--- config.mk ---
export PLATFORM = sky130hd
export DESIGN_NAME = edge_interrupt_scan_capture_unit
export DESIGN_NICKNAME = d
export VERILOG_FILES = /design/src/rtl/eisc_pkg.sv /design/src/rtl/eisc_list_decode.sv /design/src/rtl/edge_interrupt_scan_capture_unit.sv
export SDC_FILE = /design/constraint.sdc
export NUM_CORES = 1
export LEC_CHECK = 0
export BUFFER_PORTS_ARGS = -buffer_cell sky130_fd_sc_hd__buf_2
export CORE_MARGIN = 2
export CORE_UTILIZATION = 50
export CTS_BUF_LIST = sky130_fd_sc_hd__clkbuf_2
export DETAILED_ROUTE_END_ITERATION = 7
export PLACE_DENSITY = 0.69
export SETUP_SLACK_MARGIN = 0.5
export SYNTH_ARGS = -nofsm -noshare
export SYNTH_HDL_FRONTEND = slang
export SYNTH_SLANG_ARGS = --single-unit
--- constraint.sdc ---
create_clock -name clock -period 3.6 [get_ports clock]
set_input_delay 0.18 -clock clock [delete_from_list [all_inputs] [get_ports clock]]
set_output_delay 0.18 -clock clock [all_outputs]
set_load 0.02 [all_outputs]
--- src/rtl/eisc_pkg.sv ---
// Shared constants and codes for the edge interrupt scan capture unit.
package eisc_pkg;

   localparam int unsigned NUM_SOURCES = 6;
   localparam int unsigned SRC_W       = 6;
   localparam int unsigned LIST_SLOTS  = 6;
   localparam int unsigned SRC_NUM_W   = 3;
   localparam int unsigned LEN_W       = 3;
   localparam int unsigned MAP_W       = LIST_SLOTS * SRC_NUM_W;
   localparam int unsigned COUNT_W     = 24;
   localparam int unsigned CSR_IDX_W   = 3;
   localparam int unsigned CSR_DATA_W  = 24;

   localparam logic [SRC_W-1:0] SRC_MASK = SRC_W'((1 << NUM_SOURCES) - 1);
   localparam logic [SRC_W-1:0] VALID_MASK_RESET = 6'h3F;
   localparam logic [LEN_W-1:0] LIST_LENGTH_RESET = 3'd1;

   typedef enum logic [1:0] {
      CMD_TICK   = 2'd0,
      CMD_START  = 2'd1,
      CMD_CANCEL = 2'd2
   } cmd_type;

   typedef enum logic [1:0] {
      EVT_SCAN     = 2'd0,
      EVT_SCAN_END = 2'd1,
      EVT_EMPTY    = 2'd2,
      EVT_OVERRUN  = 2'd3
   } event_type;

   typedef enum logic [CSR_IDX_W-1:0] {
      REG_VALID_MASK  = 3'd0,
      REG_CHANNEL_MAP = 3'd1,
      REG_LIST_LENGTH = 3'd2,
      REG_CONTINUOUS  = 3'd3,
      REG_STOP_LIMIT  = 3'd4
   } reg_index_type;

endpackage

--- src/rtl/eisc_list_decode.sv ---
// Channel list decoder: source enable mask and list-position packing of triggered bits.
module eisc_list_decode (
   input  logic [eisc_pkg::MAP_W-1:0] channel_map,
   input  logic [eisc_pkg::LEN_W-1:0] list_length,
   input  logic [eisc_pkg::SRC_W-1:0] trig,
   output logic [eisc_pkg::SRC_W-1:0] list_mask,
   output logic [eisc_pkg::SRC_W-1:0] scan_bits
);

   logic [eisc_pkg::LEN_W-1:0] used;

   assign used = (list_length > eisc_pkg::LEN_W'(eisc_pkg::LIST_SLOTS)) ?
                 eisc_pkg::LEN_W'(eisc_pkg::LIST_SLOTS) : list_length;

   always_comb begin
      logic [eisc_pkg::SRC_NUM_W-1:0] src;
      logic [7:0]                     onehot;
      logic [eisc_pkg::SRC_W-1:0]     sbit;
      list_mask = '0;
      scan_bits = '0;
      for (int n = 0; n < int'(eisc_pkg::LIST_SLOTS); n++) begin
         src    = channel_map[n*eisc_pkg::SRC_NUM_W +: eisc_pkg::SRC_NUM_W];
         onehot = 8'(1) << src;
         sbit   = onehot[eisc_pkg::SRC_W-1:0] & eisc_pkg::SRC_MASK;
         if (eisc_pkg::LEN_W'(n) < used) begin
            list_mask = list_mask | sbit;
            scan_bits[n] = |(trig & sbit);
         end
      end
   end

endmodule

--- src/rtl/edge_interrupt_scan_capture_unit.sv ---
// Top level of the edge interrupt scan capture unit.
//
// Request channel (req_*): one beat per command. A tick carries the source
// levels and the downstream buffer state; start and cancel ignore them.
// Response channel (rsp_*): at most one beat per request, giving the event
// code, the scan word packed by list position and the raw triggered bits.
// Configuration (csr_*): register writes by index, always ready; write only
// while no request is in flight.
// A request is taken into an input register, evaluated in one pass, and
// its response, if any, is registered in the output register. Throughput
// is one request per cycle while rsp_stall holds no waiting response; only
// the output register stage bounds it.
// When rsp_stall holds a waiting response, the input register keeps its
// beat and req_stall rises once that register is occupied.
// Reset (synchronous) restores the register defaults, stops acquisition,
// clears edge history and status, and empties both register stages.
module edge_interrupt_scan_capture_unit (
   input  logic                              clock,
   input  logic                              reset,
   input  logic                              req_valid,
   output logic                              req_stall,
   input  logic [1:0]                        req_command,
   input  logic [eisc_pkg::SRC_W-1:0]        req_source_levels,
   input  logic                              req_buffer_ready,
   output logic                              rsp_valid,
   input  logic                              rsp_stall,
   output logic [1:0]                        rsp_event_code,
   output logic [eisc_pkg::SRC_W-1:0]        rsp_scan_bits,
   output logic [eisc_pkg::SRC_W-1:0]        rsp_triggered_sources,
   input  logic                              csr_valid,
   output logic                              csr_ready,
   input  logic [eisc_pkg::CSR_IDX_W-1:0]    csr_index,
   input  logic [eisc_pkg::CSR_DATA_W-1:0]   csr_data
);

   localparam int unsigned SW = eisc_pkg::SRC_W;
   localparam int unsigned CW = eisc_pkg::COUNT_W;

   // configuration
   logic [SW-1:0]                 valid_mask_ff;
   logic [eisc_pkg::MAP_W-1:0]    channel_map_ff;
   logic [eisc_pkg::LEN_W-1:0]    list_length_ff;
   logic                          continuous_ff;
   logic [CW-1:0]                 stop_limit_ff;

   // input stage
   logic                          stage_valid_ff, stage_valid_in;
   logic [1:0]                    stage_cmd_ff;
   logic [SW-1:0]                 stage_levels_ff;
   logic                          stage_ready_ff;
   logic                          stage_go;
   logic                          req_take;

   // acquisition state
   logic [SW-1:0]                 prev_ff, prev_in;
   logic [SW-1:0]                 status_ff, status_in;
   logic [SW-1:0]                 enabled_ff, enabled_in;
   logic                          running_ff, running_in;
   logic [CW-1:0]                 scans_left_ff, scans_left_in;

   // output stage
   logic                          rsp_valid_ff, rsp_valid_in;
   logic [1:0]                    rsp_code_ff, rsp_code_in;
   logic [SW-1:0]                 rsp_bits_ff, rsp_bits_in;
   logic [SW-1:0]                 rsp_trig_ff, rsp_trig_in;
   logic                          has_result;

   logic [SW-1:0]                 levels;
   logic [SW-1:0]                 status_set;
   logic [SW-1:0]                 trig;
   logic [SW-1:0]                 list_mask;
   logic [SW-1:0]                 scan_bits;
   logic [CW-1:0]                 scans_dec;

   assign csr_ready = 1'b1;

   always_ff @(posedge clock) begin
      if (reset) begin
         valid_mask_ff  <= eisc_pkg::VALID_MASK_RESET;
         channel_map_ff <= '0;
         list_length_ff <= eisc_pkg::LIST_LENGTH_RESET;
         continuous_ff  <= 1'b0;
         stop_limit_ff  <= '0;
      end else if (csr_valid && csr_ready) begin
         unique case (csr_index)
            eisc_pkg::REG_VALID_MASK:  valid_mask_ff  <= csr_data[SW-1:0];
            eisc_pkg::REG_CHANNEL_MAP: channel_map_ff <= csr_data[eisc_pkg::MAP_W-1:0];
            eisc_pkg::REG_LIST_LENGTH: list_length_ff <= csr_data[eisc_pkg::LEN_W-1:0];
            eisc_pkg::REG_CONTINUOUS:  continuous_ff  <= csr_data[0];
            eisc_pkg::REG_STOP_LIMIT:  stop_limit_ff  <= csr_data[CW-1:0];
            default: ;
         endcase
      end
   end

   assign stage_go  = !rsp_valid_ff || !rsp_stall;
   assign req_stall = stage_valid_ff && !stage_go;
   assign req_take  = req_valid && !req_stall;

   assign levels     = stage_levels_ff & eisc_pkg::SRC_MASK;
   assign status_set = (status_ff | (levels & ~prev_ff & enabled_ff)) & eisc_pkg::SRC_MASK;
   assign trig       = status_set & valid_mask_ff;
   assign scans_dec  = scans_left_ff - CW'(1);

   eisc_list_decode u_list (
      .channel_map (channel_map_ff),
      .list_length (list_length_ff),
      .trig        (trig),
      .list_mask   (list_mask),
      .scan_bits   (scan_bits)
   );

   always_comb begin
      logic          stop;
      logic [1:0]    code;
      logic [SW-1:0] en_new;
      stop           = 1'b0;
      code           = eisc_pkg::EVT_SCAN;
      en_new         = list_mask & valid_mask_ff & eisc_pkg::SRC_MASK;
      stage_valid_in = req_stall ? stage_valid_ff : req_valid;
      prev_in        = prev_ff;
      status_in      = status_ff;
      enabled_in     = enabled_ff;
      running_in     = running_ff;
      scans_left_in  = scans_left_ff;
      has_result     = 1'b0;
      rsp_code_in    = rsp_code_ff;
      rsp_bits_in    = rsp_bits_ff;
      rsp_trig_in    = rsp_trig_ff;

      if (stage_valid_ff && stage_go) begin
         unique case (stage_cmd_ff)
            eisc_pkg::CMD_START: begin
               if (!continuous_ff && stop_limit_ff == '0) begin
                  running_in    = 1'b0;
                  scans_left_in = '0;
                  has_result    = 1'b1;
                  rsp_code_in   = eisc_pkg::EVT_EMPTY;
                  rsp_bits_in   = '0;
                  rsp_trig_in   = '0;
               end else begin
                  running_in    = 1'b1;
                  scans_left_in = continuous_ff ? '0 : stop_limit_ff;
                  enabled_in    = en_new;
                  status_in     = status_ff & en_new;
               end
            end
            eisc_pkg::CMD_CANCEL: begin
               if (running_ff) begin
                  running_in = 1'b0;
                  enabled_in = '0;
                  status_in  = '0;
               end
            end
            eisc_pkg::CMD_TICK: begin
               prev_in   = levels;
               status_in = status_set & ~trig;
               if (trig != '0 && running_ff && (trig & enabled_ff) != '0) begin
                  if (!stage_ready_ff) begin
                     stop = 1'b1;
                     code = eisc_pkg::EVT_OVERRUN;
                  end
                  if (!continuous_ff && scans_left_ff != '0) begin
                     scans_left_in = scans_dec;
                     if (scans_dec == '0) begin
                        stop = 1'b1;
                        if (code == eisc_pkg::EVT_SCAN) code = eisc_pkg::EVT_SCAN_END;
                     end
                  end
                  if (stop) begin
                     running_in = 1'b0;
                     enabled_in = '0;
                     status_in  = '0;
                  end
                  has_result  = 1'b1;
                  rsp_code_in = code;
                  rsp_bits_in = scan_bits;
                  rsp_trig_in = trig;
               end
            end
            default: ;
         endcase
      end

      rsp_valid_in = (rsp_valid_ff && rsp_stall) ? 1'b1 : has_result;
   end

   always_ff @(posedge clock) begin
      if (reset) begin
         stage_valid_ff <= 1'b0;
         prev_ff        <= '0;
         status_ff      <= '0;
         enabled_ff     <= '0;
         running_ff     <= 1'b0;
         scans_left_ff  <= '0;
         rsp_valid_ff   <= 1'b0;
      end else begin
         stage_valid_ff <= stage_valid_in;
         prev_ff        <= prev_in;
         status_ff      <= status_in;
         enabled_ff     <= enabled_in;
         running_ff     <= running_in;
         scans_left_ff  <= scans_left_in;
         rsp_valid_ff   <= rsp_valid_in;
      end
   end

   always_ff @(posedge clock) begin
      if (req_take) begin
         stage_cmd_ff    <= req_command;
         stage_levels_ff <= req_source_levels;
         stage_ready_ff  <= req_buffer_ready;
      end
      if (has_result) begin
         rsp_code_ff <= rsp_code_in;
         rsp_bits_ff <= rsp_bits_in;
         rsp_trig_ff <= rsp_trig_in;
      end
   end

   assign rsp_valid             = rsp_valid_ff;
   assign rsp_event_code        = rsp_code_ff;
   assign rsp_scan_bits         = rsp_bits_ff;
   assign rsp_triggered_sources = rsp_trig_ff;

endmodule
After elaboration in Yosys (flattened, before gate mapping)
Index checks and enable logic that the tools add are counted.
{"block": "classes", "n_addsub": 1, "magnitude_cmp": 7, "n_eq_ne": 12, "shifts": 6, "mux": 57, "bitwise_logic": 21, "n_reduce_logical": 41}
{"cell": "24-bit two-way mux", "n": 4}
{"cell": "6-bit two-way mux", "n": 16}
{"cell": "6-bit AND", "n": 13}
{"cell": "24-bit logical NOT", "n": 2}
{"cell": "24-bit one-hot mux with 2 select lines", "n": 1}
{"cell": "6-bit OR", "n": 6}
{"cell": "6-bit one-hot mux with 3 select lines", "n": 2}
{"cell": "6-bit OR reduction", "n": 6}
{"cell": "1-bit by 3-bit left shift with 6-bit output, first input constant", "n": 6}
{"cell": "6-bit one-hot mux with 2 select lines", "n": 2}
{"cell": "24-bit nonzero test", "n": 1}
{"cell": "24-bit by 1-bit subtractor with 24-bit output, second input constant", "n": 1}
{"cell": "1-bit two-way mux", "n": 19}
{"cell": "2-bit two-way mux", "n": 9}
{"cell": "2-bit inequality test, second input constant", "n": 6}
{"cell": "6-bit inverter", "n": 2}
{"cell": "2-bit AND reduction", "n": 6}
{"cell": "4-bit AND reduction", "n": 3}
{"cell": "6-bit nonzero test", "n": 2}
{"cell": "1-bit logical AND", "n": 8}
{"cell": "3-bit by 2-bit == test with 1-bit output, second input constant", "n": 2}
{"cell": "1-bit by 3-bit < comparator with 1-bit output, first input constant", "n": 2}
{"cell": "2-bit by 3-bit < comparator with 1-bit output, first input constant", "n": 2}
{"cell": "3-bit < comparator, first input constant", "n": 2}
{"cell": "17 further kinds", "n": 22}
{"block": "word_totals", "ff_bits": 120, "in_bits": 41, "elab_cells": 163}

Depth between registers and ports, before layout
Gate-level depths: netlist of run 1.
{"block": "logic_depth", "depth_word": 18, "depth_mapped": 10, "ltp_nobuf": 9}

Modules after synthesis
Synthesis of run 1 repeated with hierarchy kept, for this count alone.
{"block": "hier_totals", "hier_cells": 761, "area_unflattened_um2": 6308.6}
{"module": "edge_interrupt_scan_capture_unit", "instances": 1, "cells_each": 656, "area_per_inst_um2": 5531.6, "seq_area_each_um2": 2632.5}
{"module": "eisc_list_decode", "instances": 1, "cells_each": 105, "area_per_inst_um2": 777.0, "seq_area_each_um2": 0.0}

Worst setup path after synthesis of run 1
Ideal clock, no wire load.
{"block": "synth_path", "path_type": "reg-to-reg", "from": "reg scans_left_ff[0]", "to": "reg status_ff[4]", "setup_time_ns": 0.131, "t_arrival_ns": 2.367, "t_required_ns": 3.469, "path_slack_ns": 1.102, "stages_incl_launch_ff": 11, "path_buffers": 1, "synth_period_minus_slack_ns": 2.498, "path_cell_list": "dfxtp_1 > inv_1 > ha_1 > or3b_2 > clkbuf_1 > o21ai_1 > nor4b_1 > nand4_1 > o31a_2 > o211ai_4 > o32ai_1"}
{"block": "synth_via", "elab_chain_len": 10}
{"element": "start, declared", "line_no": "edge_interrupt_scan_capture_unit.sv:59", "text": "logic [CW-1:0] scans_left_ff, scans_left_in;"}
{"element": "start signal, assigned", "line_no": "edge_interrupt_scan_capture_unit.sv:203", "text": "scans_left_ff <= scans_left_in;"}
{"element": "24-bit by 1-bit subtractor with 24-bit output", "line_no": "edge_interrupt_scan_capture_unit.sv:103", "text": "assign scans_dec = scans_left_ff - CW'(1);"}
{"element": "24-bit logical NOT", "line_no": "edge_interrupt_scan_capture_unit.sv:165", "text": "if (scans_dec == '0) begin"}
{"element": "1-bit two-way mux", "line_no": "edge_interrupt_scan_capture_unit.sv:165"}
{"element": "1-bit two-way mux (*)", "line_no": "edge_interrupt_scan_capture_unit.sv:163", "text": "if (!continuous_ff && scans_left_ff != '0) begin"}
{"element": "1-bit two-way mux (*)", "line_no": "edge_interrupt_scan_capture_unit.sv:158", "text": "if (trig != '0 && running_ff && (trig & enabled_ff) != '0) begin"}
{"element": "1-bit two-way mux (*)", "line_no": "edge_interrupt_scan_capture_unit.sv:132", "text": "unique case (stage_cmd_ff)"}
{"element": "1-bit two-way mux (*)", "line_no": "edge_interrupt_scan_capture_unit.sv:131", "text": "if (stage_valid_ff && stage_go) begin"}
{"element": "6-bit two-way mux (*)", "line_no": "edge_interrupt_scan_capture_unit.sv:170", "text": "if (stop) begin"}
{"element": "6-bit two-way mux (*)", "line_no": "edge_interrupt_scan_capture_unit.sv:158"}
{"element": "6-bit one-hot mux with 3 select lines (*)", "line_no": "edge_interrupt_scan_capture_unit.sv:132"}
{"element": "end signal, assigned", "line_no": "edge_interrupt_scan_capture_unit.sv:200", "text": "status_ff <= status_in;"}
{"element": "end, declared", "line_no": "edge_interrupt_scan_capture_unit.sv:56", "text": "logic [SW-1:0] status_ff, status_in;"}
Mark *: on every way between the ends. The rest lies on a longest branch, timed or not. The select of a mux whose other input is x is not followed.
A chain may end at the register's enable or synchronous reset.

Worst setup path in the final report of run 1
{"block": "layout_path", "from": "reg scans_left_ff[1]", "to": "reg status_ff[3]"}
Same word-level chain as after synthesis.

==> impl_results.md, run 1 <==
- Placement Rows: 41
- Cell with the most instances after synthesis: nand2_1
- Nets: 886
- Cell taking the most area after synthesis: dfxtp_1
- First-pass GRT wire length: 30500 um
- Worst-Skew Late Latency: 0.72 ns
- Total leakage power: 2.51 nW
- Layout fillers: 1138
- CTS tree: done
- Reg2reg end: status_ff[3]
- Hold WC Path Type: input pin to flop
- R2R cell count: 9
- Largest net degree at the start of global routing: 82
- RSZ-0062 raised after global routing: no
- GRT overflow: 0
- Avg Inst Size Synth: 8.08 sq um
- Ys flop type: dfxtp_1
- Mapped Nets: 823
- Slew @ Worst Pin: 1.23 ns
- CORE AREA: 0.0125 sq mm
- Die Span X: 116 um
- Layout cells sized above 1: 13.3%
- All-Layer GR Usage: 29.2%
- Reg2reg start: scans_left_ff[1]
- Vias: 6274
- Crit. End Element: flop
- Crit path arrival time: 3.39 ns
- Max-slew violations: 0
- Die ar.: 0.0135 sq mm
- # IOs: 58
- Relative slew slack: 18.0%
- Worst endpoint required time: 4.18 ns
- Avg Vias per Cell: 6.11
- Setup TNS: 0 ns
- Starting DRC count in detailed routing: 562
- Flops & latches, synth: 120
- Post-CTS Setup Inserts: 0
- Area Overhead vs Synth: 15.0%
- Post-synth top area share: 30.8%
- CP max FO: 6
- H-tree levels: 4
- Final setup fails: 0
- Synth warn: 0
- Initial antenna violation count: 0
- Fin crit period: 2.81 ns
- Clock sink count: 120
- Clock skew: 0.0320 ns
- Drt pass-1 iters: 7
- Post-DP HPWL: 13200 um
- Post-synth top cells: 135 x nand2_1, 97 x dfxtp_1, 86 x a21oi_1
- Average wire per standard cell: 18.6 um
- Ys async rst share: 0%
- Gp weighted congestion: 0.913
- Root Buffer: clkbuf_2
- Clk slew on worst S/H paths: 0.18 ns
- Die Ht: 116 um
- EDFF count, synth: 23
- Pwr/cell area: 365 mW/mm^2
- Period utilization: 78.0%
- Clock tree buffer depth: 2
- Register area: 0.00263 sq mm
- Starting Density: 50.5%
- Met3 Use GR: 6.02%
- GR Util met2: 47.1%
- Post-synthesis sequential area ratio: 41.8%
- Worst VDD drop: 0.000279 V
- Antenna cells: 0
- Routed Antenna Nets: 0
- HP Start: reset
- Min-Delay Endpoint: rsp_valid
- Multi-input logic area: 0.00338 sq mm
- Synth unique cells: 70
- PortBufs: 56
- Cells after Synth: 780
- Final Hold Viols: 0
- Met1 usage: 37.2%
- CP Class: flop to flop
- R2R setup slack: 0.79 ns
- F_max: 0.356 GHz
- GRT Max-Usage Layer: met2
- Final design utilization: 58.1%
- Status: finished clean
- Final WL: 19100 um
- Synthesized area: 0.00630 sq mm
- WHS Path Cells: 3
- Startpoint types: flop
- Vias in the first global route: 5920
- Drt drc: 0
- MaxCap Viol Count: 0
- Synth area leaders: dfxtp_1 31%, edfxtp_1 11%, nand2_1 8.0%
- CTS buffer count: 17
- Worst setup path start: scans_left_ff[1]
## worst max-delay path by stage
stage | endpoint | slack, ns
floorplan | status_ff[4] | 1.10
global placement | status_ff[4] | 0.86
detailed placement | scans_left_ff[1] | 0.75
CTS | scans_left_ff[1] | 0.72
global route | enabled_ff[5] | 0.53
finish | status_ff[3] | 0.79
## layout by cell type (no fill, tap or decap), types with 7 or more instances in the layout
cell type and count:
nand4_1 11, nand3_1 18, nor2b_1 10, o31ai_1 13, buf_2 56, dlygate4sd3_1 41
nor3_1 20, nor4_1 19, o32ai_1 9, edfxtp_1 23, dfxtp_1 97, mux2i_1 7
o311ai_0 11, nor2_1 70, buf_4 8, o21ai_0 13, clkbuf_2 17, nand2_1 135
inv_1 17, a21oi_1 86, and3b_1 7, a22oi_1 11, a211oi_1 16
## state kept, by name (all words and copies together) (netlist names)
register               cells
stage_ready_ff             1
rsp_event_code             2
scans_left_ff             24
status_ff                  6
enabled_ff                 6
running_ff                 1
rsp_triggered_sources      6
list_length_ff             3
stop_limit_ff             24
channel_map_ff            18
rsp_valid                  1
valid_mask_ff              6
rsp_scan_bits              6
continuous_ff              1
levels                     6
stage_cmd_ff               2
prev_ff                    6
stage_valid_ff             1
## metal layers
metal | vias up | wire length, um
met5 | - | 0
li1 | 3005 | -
met1 | 2963 | 8310
met2 | 244 | 8830
met4 | 0 | 843
met3 | 62 | 1080
## cell families after synthesis
logic type	share of synthesized area (%)
multiplexers	2.18
adder cells (fa/ha/maj)	0.556
buffers and inverters	4.75
other	0.0595
AO/OA/AOI/OAI	24.0
XOR/XNOR	0.973
flip-flops	41.8
AND/OR/NAND/NOR	25.7
## cell type report
| type | count | share of cell area (%) |
|---|---|---|
| clock buffers | 17 | 1.17 |
| well taps | 172 | 2.97 |
| multi-input cells | 582 | 46.6 |
| flip-flops and latches | 120 | 36.3 |
| repair buffers | 105 | 10.4 |
| clock inverters | 14 | 1.67 |
| inverters | 17 | 0.880 |
## what timing repair did
item | CTS | global route
endpoints found under the hold margin | 64 | 0
hold buffers | 41 | 0
resized for setup | 0 | 1
endpoints found under the setup margin | 0 | 11
## through the flow
stage | std cells | hold slack [ns] | setup WS [ns] | cell area, sq um | power [W]
after floorplan | 780 | 0.279 | 1.10 | 6300 | 0.00171
after global placement | 955 | 0.357 | 0.864 | 6630 | 0.00182
after detailed placement | 955 | 0.359 | 0.746 | 6630 | 0.00182
after CTS | 1027 | 0.113 | 0.721 | 7240 | 0.00265
after global routing | 1027 | 0.133 | 0.528 | 7250 | 0.00276
final | 1027 | 0.159 | 0.793 | 7250 | 0.00264
## critical path, cell delays in order (launching register included)
cell and delay [ns]:
dfxtp_1 0.38, inv_1 0.13, ha_1 0.25, or3b_2 0.55, o21ai_1 0.19, nor4b_1 0.28
nand4_1 0.13, o31a_2 0.39, o211ai_4 0.26, o32ai_1 0.12
## power by group
part	internal, W	switching [W]	total, W	leakage, nW
clock network	0.000250	0.000552	0.000803	0.131
logic	0.000151	0.000243	0.000394	1.38
registers	0.00140	0.0000457	0.00145	1.00
total	0.00180	0.000841	0.00264	2.51
No activity file was read; power rests on OpenSTA's default activity.
==> inputs of run 2 (changes only) <==
==> constraint.sdc (replaced) <==
create_clock -name clock -period 2.9 [get_ports clock]
set_input_delay 0.145 -clock clock [delete_from_list [all_inputs] [get_ports clock]]
set_output_delay 0.145 -clock clock [all_outputs]
set_load 0.02 [all_outputs]
==> impl_results.md, run 2 (synthesized netlist as in run 1, its figures left out) <==
- Status: finished clean
- CTS buffer count: 17 (unchanged)
- Reg2reg start: scans_left_ff[7]
- Worst setup path start: scans_left_ff[7]
- Worst-Skew Late Latency: 0.74 ns (+0.02 ns)
- GRT overflow: 0 (unchanged)
- Crit. End Element: flop
- Fin crit period: 2.51 ns (-0.296 ns)
- Startpoint types: flop
- Slew @ Worst Pin: 0.871 ns (-0.355 ns)
- Starting DRC count in detailed routing: 708 (+26%)
- Final Hold Viols: 0 (unchanged)
- Sw power: 0.00111 W (+32%)
- Period utilization: 86.6% (+8.6 points)
- Sw Share: 32.6% (+0.80 points)
- H-tree levels: 4 (unchanged)
- All-Layer GR Usage: 29.4% (+0.20 points)
- Drt pass-1 iters: 8 (+1)
- Root Buffer: clkbuf_2
- Relative slew slack: 41.9% (+24 points)
- Die Ht: 116 um (unchanged)
- Clock share of power: 30.9% (+0.5 points)
- Placement Rows: 41 (unchanged)
- CORE AREA: 0.0125 sq mm (unchanged)
- Nets: 914 (+3.2%)
- F_max: 0.398 GHz (+12%)
- Hold WC Path Type: input pin to flop
- Clock skew: 0.0508 ns (+0.0188 ns)
- Antenna cells: 0 (unchanged)
- Worst endpoint required time: 3.49 ns (-0.69 ns)
- CP Class: flop to flop
- Routed Antenna Nets: 0 (unchanged)
- Post-DP HPWL: 13100 um (-0.36%)
- HP Start: req_command[1]
- Clock sink count: 120 (unchanged)
- Largest net degree at the start of global routing: 82 (unchanged)
- First-pass GRT wire length: 30800 um (+1.1%)
- Int Power: 0.00229 W (+27%)
- Multi-input logic area: 0.00356 sq mm (+5.2%)
- Post-Place Setup Slack: 0.215 ns (-0.531 ns)
- Clock tree buffer depth: 2 (unchanged)
- Most common cell after layout, fill and taps aside: nand2_1
- Worst VDD drop: 0.000342 V (+22%)
- Starting Density: 50.5% (unchanged)
- Setup TNS: 0 ns (unchanged)
- Avg Vias per Cell: 6.21 (+1.6%)
- CTS tree: done
- Total leakage power: 2.69 nW (+7.3%)
- Max-slew violations: 0 (unchanged)
- Die ar.: 0.0135 sq mm (unchanged)
- PortBufs: 56 (unchanged)
- Gate power share: 16.3% (+1.4 points)
- Final setup fails: 0 (unchanged)
- RSZ-0062 raised after global routing: yes
- Layout cells sized above 1: 19.5% (+6.1 points)
- CP max FO: 6 (unchanged)
- Drt drc: 0 (unchanged)
- Vias in the first global route: 6100 (+3.0%)
- Seq pwr share: 52.8% (-1.9 points)
- # IOs: 58 (unchanged)
- Area Overhead vs Synth: 22.2%
- Top flop regs: scans_left_ff: 24 flops, stop_limit_ff: 24 flops, channel_map_ff: 18 flops
- Commonest non-fill, non-tap cells in the layout: 134 x nand2_1, 86 x a21oi_1, 85 x dfxtp_1
- Gp weighted congestion: 0.966 (+5.8%)
- Final WL: 19400 um (+1.9%)
- Vias: 6557 (+4.5%)
- Initial antenna violation count: 0 (unchanged)
- Average wire per standard cell: 18.4 um (-0.94%)
- Final worst slack: 0.388 ns (-0.404 ns)
- Crit path arrival time: 3.10 ns (-0.29 ns)
- Die Span X: 116 um (unchanged)
- Layout fillers: 1108 (-2.6%)
- Clk slew on worst S/H paths: 0.21 ns (+0.03 ns)
- MaxCap Viol Count: 0 (unchanged)
- Register area: 0.00265 sq mm (+0.76%)
- Pwr/cell area: 442 mW/mm^2 (+21%)
==> run 2: cell count changes in the layout (fill, tap and decap cells not counted), sizes merged <==
cell / delta
clkinvlp: +2
dlygate4sd3: +9
buf: +19
inv: -1
==> run 2: metrics by stage <==
stage                     utilization (%)  total power, W  instance area [sq um]  hold slack, ns  cells
after global routing                 61.8         0.00354                   7700          0.0619   1056
final                                61.8         0.00341                   7700           0.118   1056
after global placement               54.0         0.00227                   6730           0.324    966
after floorplan                         -         0.00212                   6330           0.244    780
after CTS                            60.9         0.00338                   7600          0.0705   1053
after detailed placement             54.0         0.00227                   6730           0.323    966
==> run 2: area by class of cell <==
class / count / area share (%)
timing repair buffer: 133 / 12.8
inverter: 17 / 0.877
tap: 172 / 2.79
sequential: 120 / 34.4
clock inverter: 15 / 1.85
multi-input combinational: 582 / 46.2
clock buffer: 17 / 1.10
==> run 2: metal layers <==
layer  wire length [um]  global-route usage, %  up-vias  share of wire (%)
met3               1470                   6.38       68                7.6
met4                759                   13.4        0                3.9
met2               9210                   48.3      326                 47
li1                   -                      -     3071                  -
met1               7970                   37.3     3092                 41
met5                  0                      0        -                  0
==> run 2: what timing repair did <==
action | 4_1_cts | 5_1_grt
hold endpoints to repair | 73 | 0
setup buffers | 5 | 3
pin swaps | 5 | 9
setup endpoints to repair | 41 | 39
resized for setup | 21 | 24
hold buffers | 50 | 0
==> run 2: worst max-delay path, cell delays in order (launching register included) <==
cell and delay, ns:
dfxtp_2 0.39, nor4_4 0.37, nand4_1 0.22, o41ai_4 0.49
nand4_1 0.18, o31a_4 0.36, o211ai_4 0.27, o32ai_1 0.11
==> run 2: path summary, 6_finish.rpt <==
path,to,slack (ns),cells past startpoint
max,status_ff[3],0.39,7
min reg2reg,prev_ff[0],0.48,2
max reg2reg,status_ff[3],0.39,7
min,stage_cmd_ff[1],0.12,2
==> run 2: power by group through the flow <==
stage	sequential, W	combinational, W	clock, W
after floorplan	0.00180	0.000321	0
after global placement	0.00183	0.000441	0
after detailed placement	0.00183	0.000447	0
after CTS	0.00179	0.000516	0.00106
after global routing	0.00181	0.000602	0.00114
final	0.00180	0.000555	0.00105
==> inputs of run 3 (changes only) <==
--- a/config.mk
+++ b/config.mk
@@ -14,4 +14,5 @@
 export SETUP_SLACK_MARGIN = 0.5
 export SYNTH_ARGS = -nofsm -noshare
 export SYNTH_HDL_FRONTEND = slang
+export SYNTH_HIERARCHICAL = 1
 export SYNTH_SLANG_ARGS = --single-unit
==> impl_results.md, run 3 <==
- Status: finished with violations
- Failing checks: DRC
- CORE AREA: 0.0125 sq mm (unchanged)
- Die Ht: 116 um (about the same)
- Drt pass-1 iters: 8 (unchanged)
- H-tree levels: 4 (unchanged)
- Average wire per standard cell: 19.3 um (+4.7%)
- Mapped Nets: 804 (-2.3%)
- Die Span X: 116 um (about the same)
- Final Hold Viols: 0 (unchanged)
- Crit. End Element: flop
- Placement Rows: 41 (unchanged)
- Starting Density: 50.6% (+0.060 points)
- Period utilization: 90.8% (+4.2 points)
- Final WL: 20800 um (+6.9%)
- All-Layer GR Usage: 30.9% (+1.5 points)
- CTS tree: done
- Vias in the first global route: 5971 (-2.1%)
- Synthesized area: 0.00631 sq mm (+0.12%)
- Clk slew on worst S/H paths: 0.19 ns (-0.02 ns)
- Layout cells sized above 1: 23.7% (+4.3 points)
- CP max FO: 6 (unchanged)
- Root Buffer: clkbuf_2
- Setup TNS: 0 ns (unchanged)
- Max-slew violations: 0 (unchanged)
- Avg Inst Size Synth: 8.29 sq um (+2.6%)
- Post-synth top cells: 131 x nand2_1, 97 x dfxtp_1, 82 x a21oi_1
- Post-synth top area share: 30.8% (-0.037 points)
- PortBufs: 56 (unchanged)
- Hold WC Path Type: input pin to flop
- Startpoint types: flop
- Layout fillers: 1044 (-5.8%)
- Avg Vias per Cell: 6.03 (-2.9%)
- Crit path arrival time: 3.31 ns (+0.21 ns)
- Cell with the most instances after synthesis: nand2_1
- Cell taking the most area after synthesis: dfxtp_1
- Fin crit period: 2.63 ns (+0.121 ns)
- Clock sink count: 120 (unchanged)
- EDFF count, synth: 23 (unchanged)
- Slew @ Worst Pin: 0.912 ns (+0.0411 ns)
- Post-synthesis sequential area ratio: 41.7% (-0.050 points)
- Worst endpoint required time: 3.57 ns (+0.08 ns)
- Synth Area in Compound Gates: 21.6% (-2.5 points)
- Placed Cells: 961 (-0.52%)
- Initial antenna violation count: 0 (unchanged)
- RSZ-0062 raised after global routing: yes
- F_max: 0.380 GHz (-4.6%)
- Area Overhead vs Synth: 30.8%
- Total Power: 0.00379 W (+11%)
- Top flop regs: scans_left_ff: 24 flops, stop_limit_ff: 24 flops, channel_map_ff: 18 flops
- Largest net degree at the start of global routing: 50 (-39%)
- GRT overflow: 0 (unchanged)
- Commonest non-fill, non-tap cells in the layout: 131 x nand2_1, 92 x dfxtp_1, 77 x a21oi_1
- Gp weighted congestion: 0.929 (-3.7%)
- Most common cell after layout, fill and taps aside: nand2_1
- Clock skew: 0.0207 ns (-0.0300 ns)
- Final design utilization: 66.2% (+4.4 points)
- Pwr/cell area: 459 mW/mm^2 (+3.7%)
- Ys async rst share: 0% (unchanged)
- CP Class: flop to flop
- Synth area leaders: dfxtp_1 31%, edfxtp_1 11%, nand2_1 7.8%
- Antenna cells: 0 (unchanged)
- Simple-Gate Fraction of Synth Area: 27.6% (+1.9 points)
- Drt drc: 3 (+3)
- # IOs: 58 (unchanged)
- Post-Place Setup Slack: 0.0563 ns (-0.159 ns)
- Vias: 6499 (-0.88%)
- Post-Layout Cell Count: 1078 (+2.1%)
- Worst-Skew Late Latency: 0.76 ns (+0.02 ns)
- Post-DP HPWL: 12900 um (-2.1%)
- Ys flop type: dfxtp_1
- Die ar.: 0.0135 sq mm (+0.11%)
- Adder-cell share of the synthesized area: 0.397% (-0.16 points)
- Flops & latches, synth: 120 (unchanged)
- Worst VDD drop: 0.000299 V (-13%)
- Post-synthesis mux area share: 3.67% (+1.5 points)
- Final worst slack: 0.268 ns (-0.121 ns)
- Main combinational cell family by area after synthesis: simple AND/OR/NAND/NOR gates
- Total leakage power: 3.08 nW (+14%)
- CTS buffer count: 17 (unchanged)
- Synth unique cells: 71 (+1.4%)
- Xor and xnor area share after synthesis: 1.25% (+0.28 points)
- Relative slew slack: 38.6% (-3.3 points)
- Synth warn: 6 (+6)
- MaxCap Viol Count: 0 (unchanged)
- First-pass GRT wire length: 31800 um (+3.2%)
- Routed Antenna Nets: 0 (unchanged)
- Nets: 936 (+2.4%)
- Clock tree buffer depth: 2 (unchanged)
- Final setup fails: 0 (unchanged)
- Starting DRC count in detailed routing: 635 (-10%)
- Cells after Synth: 761 (-2.4%)
## run 3: final timing paths
kind,depth (start not counted),slack [ns],end,from
setup / recovery,7,0.27,enabled_ff[5],scans_left_ff[6]
hold / removal,4,0.03,stop_limit_ff[12],csr_index[2]
setup reg to reg,7,0.27,enabled_ff[5],scans_left_ff[6]
hold reg to reg,2,0.47,prev_ff[3],prev_ff[3]
## run 3: cells by family after synthesis
family	count (synthesis)
AOI/OAI and AO/OA	205
and+or+nand+nor	350
DFF	120
adders and majority gates	2
other	1
buffers and inverters	56
muxes	18
xor gates and xnor gates	9
## run 3: power by group
part	leakage, nW	internal, W	switching (W)	total [W]
logic	1.90	0.000289	0.000352	0.000641
clock network	0.167	0.000656	0.000701	0.00136
registers	1.01	0.00173	0.0000528	0.00179
## run 3: area by class of cell
class                      count  area [sq um]  share of cell area, %
inverter                       9          36.3                  0.440
tap                          172           215                   2.61
timing repair buffer         160          1280                   15.5
clock buffer                  17          85.1                   1.03
multi-input combinational    585          3770                   45.6
clock inverter                15           223                   2.70
sequential                   120          2650                   32.1
## run 3: repair_timing
| item | CTS | global route |
|---|---|---|
| gates resized for setup | 34 | 61 |
| endpoints found under the hold margin | 87 | 0 |
| buffers inserted | 17 | 7 |
| pin swaps | 17 | 43 |
| cloned | 2 | 3 |
| endpoints found under the setup margin | 38 | 46 |
| hold buffers | 56 | 0 |
## run 3: per-stage QoR
| step | cell area, sq um | hold WS [ns] |
|---|---|---|
| floorplan | 6370 | 0.244 |
| global placement | 6790 | 0.322 |
| detailed placement | 6790 | 0.323 |
| CTS | 7920 | 0.00275 |
| global route | 8250 | 0.0154 |
| finish | 8250 | 0.0322 |
## run 3: routing by layer
metal / share of wire (%) / vias up / wire length [um] / GRT usage (%)
li1: - / 3043 / - / -
met1: 45 / 3066 / 9250 / 43.6
met2: 46 / 347 / 9450 / 47.5
met3: 8.0 / 43 / 1670 / 6.38
met4: 1.9 / 0 / 388 / 10.2
met5: 0 / - / 0 / 0
## run 3: critical path: stages (launching register included)
cell	delay [ns]
dfxtp_1	0.43
or4_4	0.57
or3_4	0.44
o32ai_4	0.26
a2bb2oi_4	0.22
a21o_1	0.22
a31oi_4	0.13
a32o_1	0.27
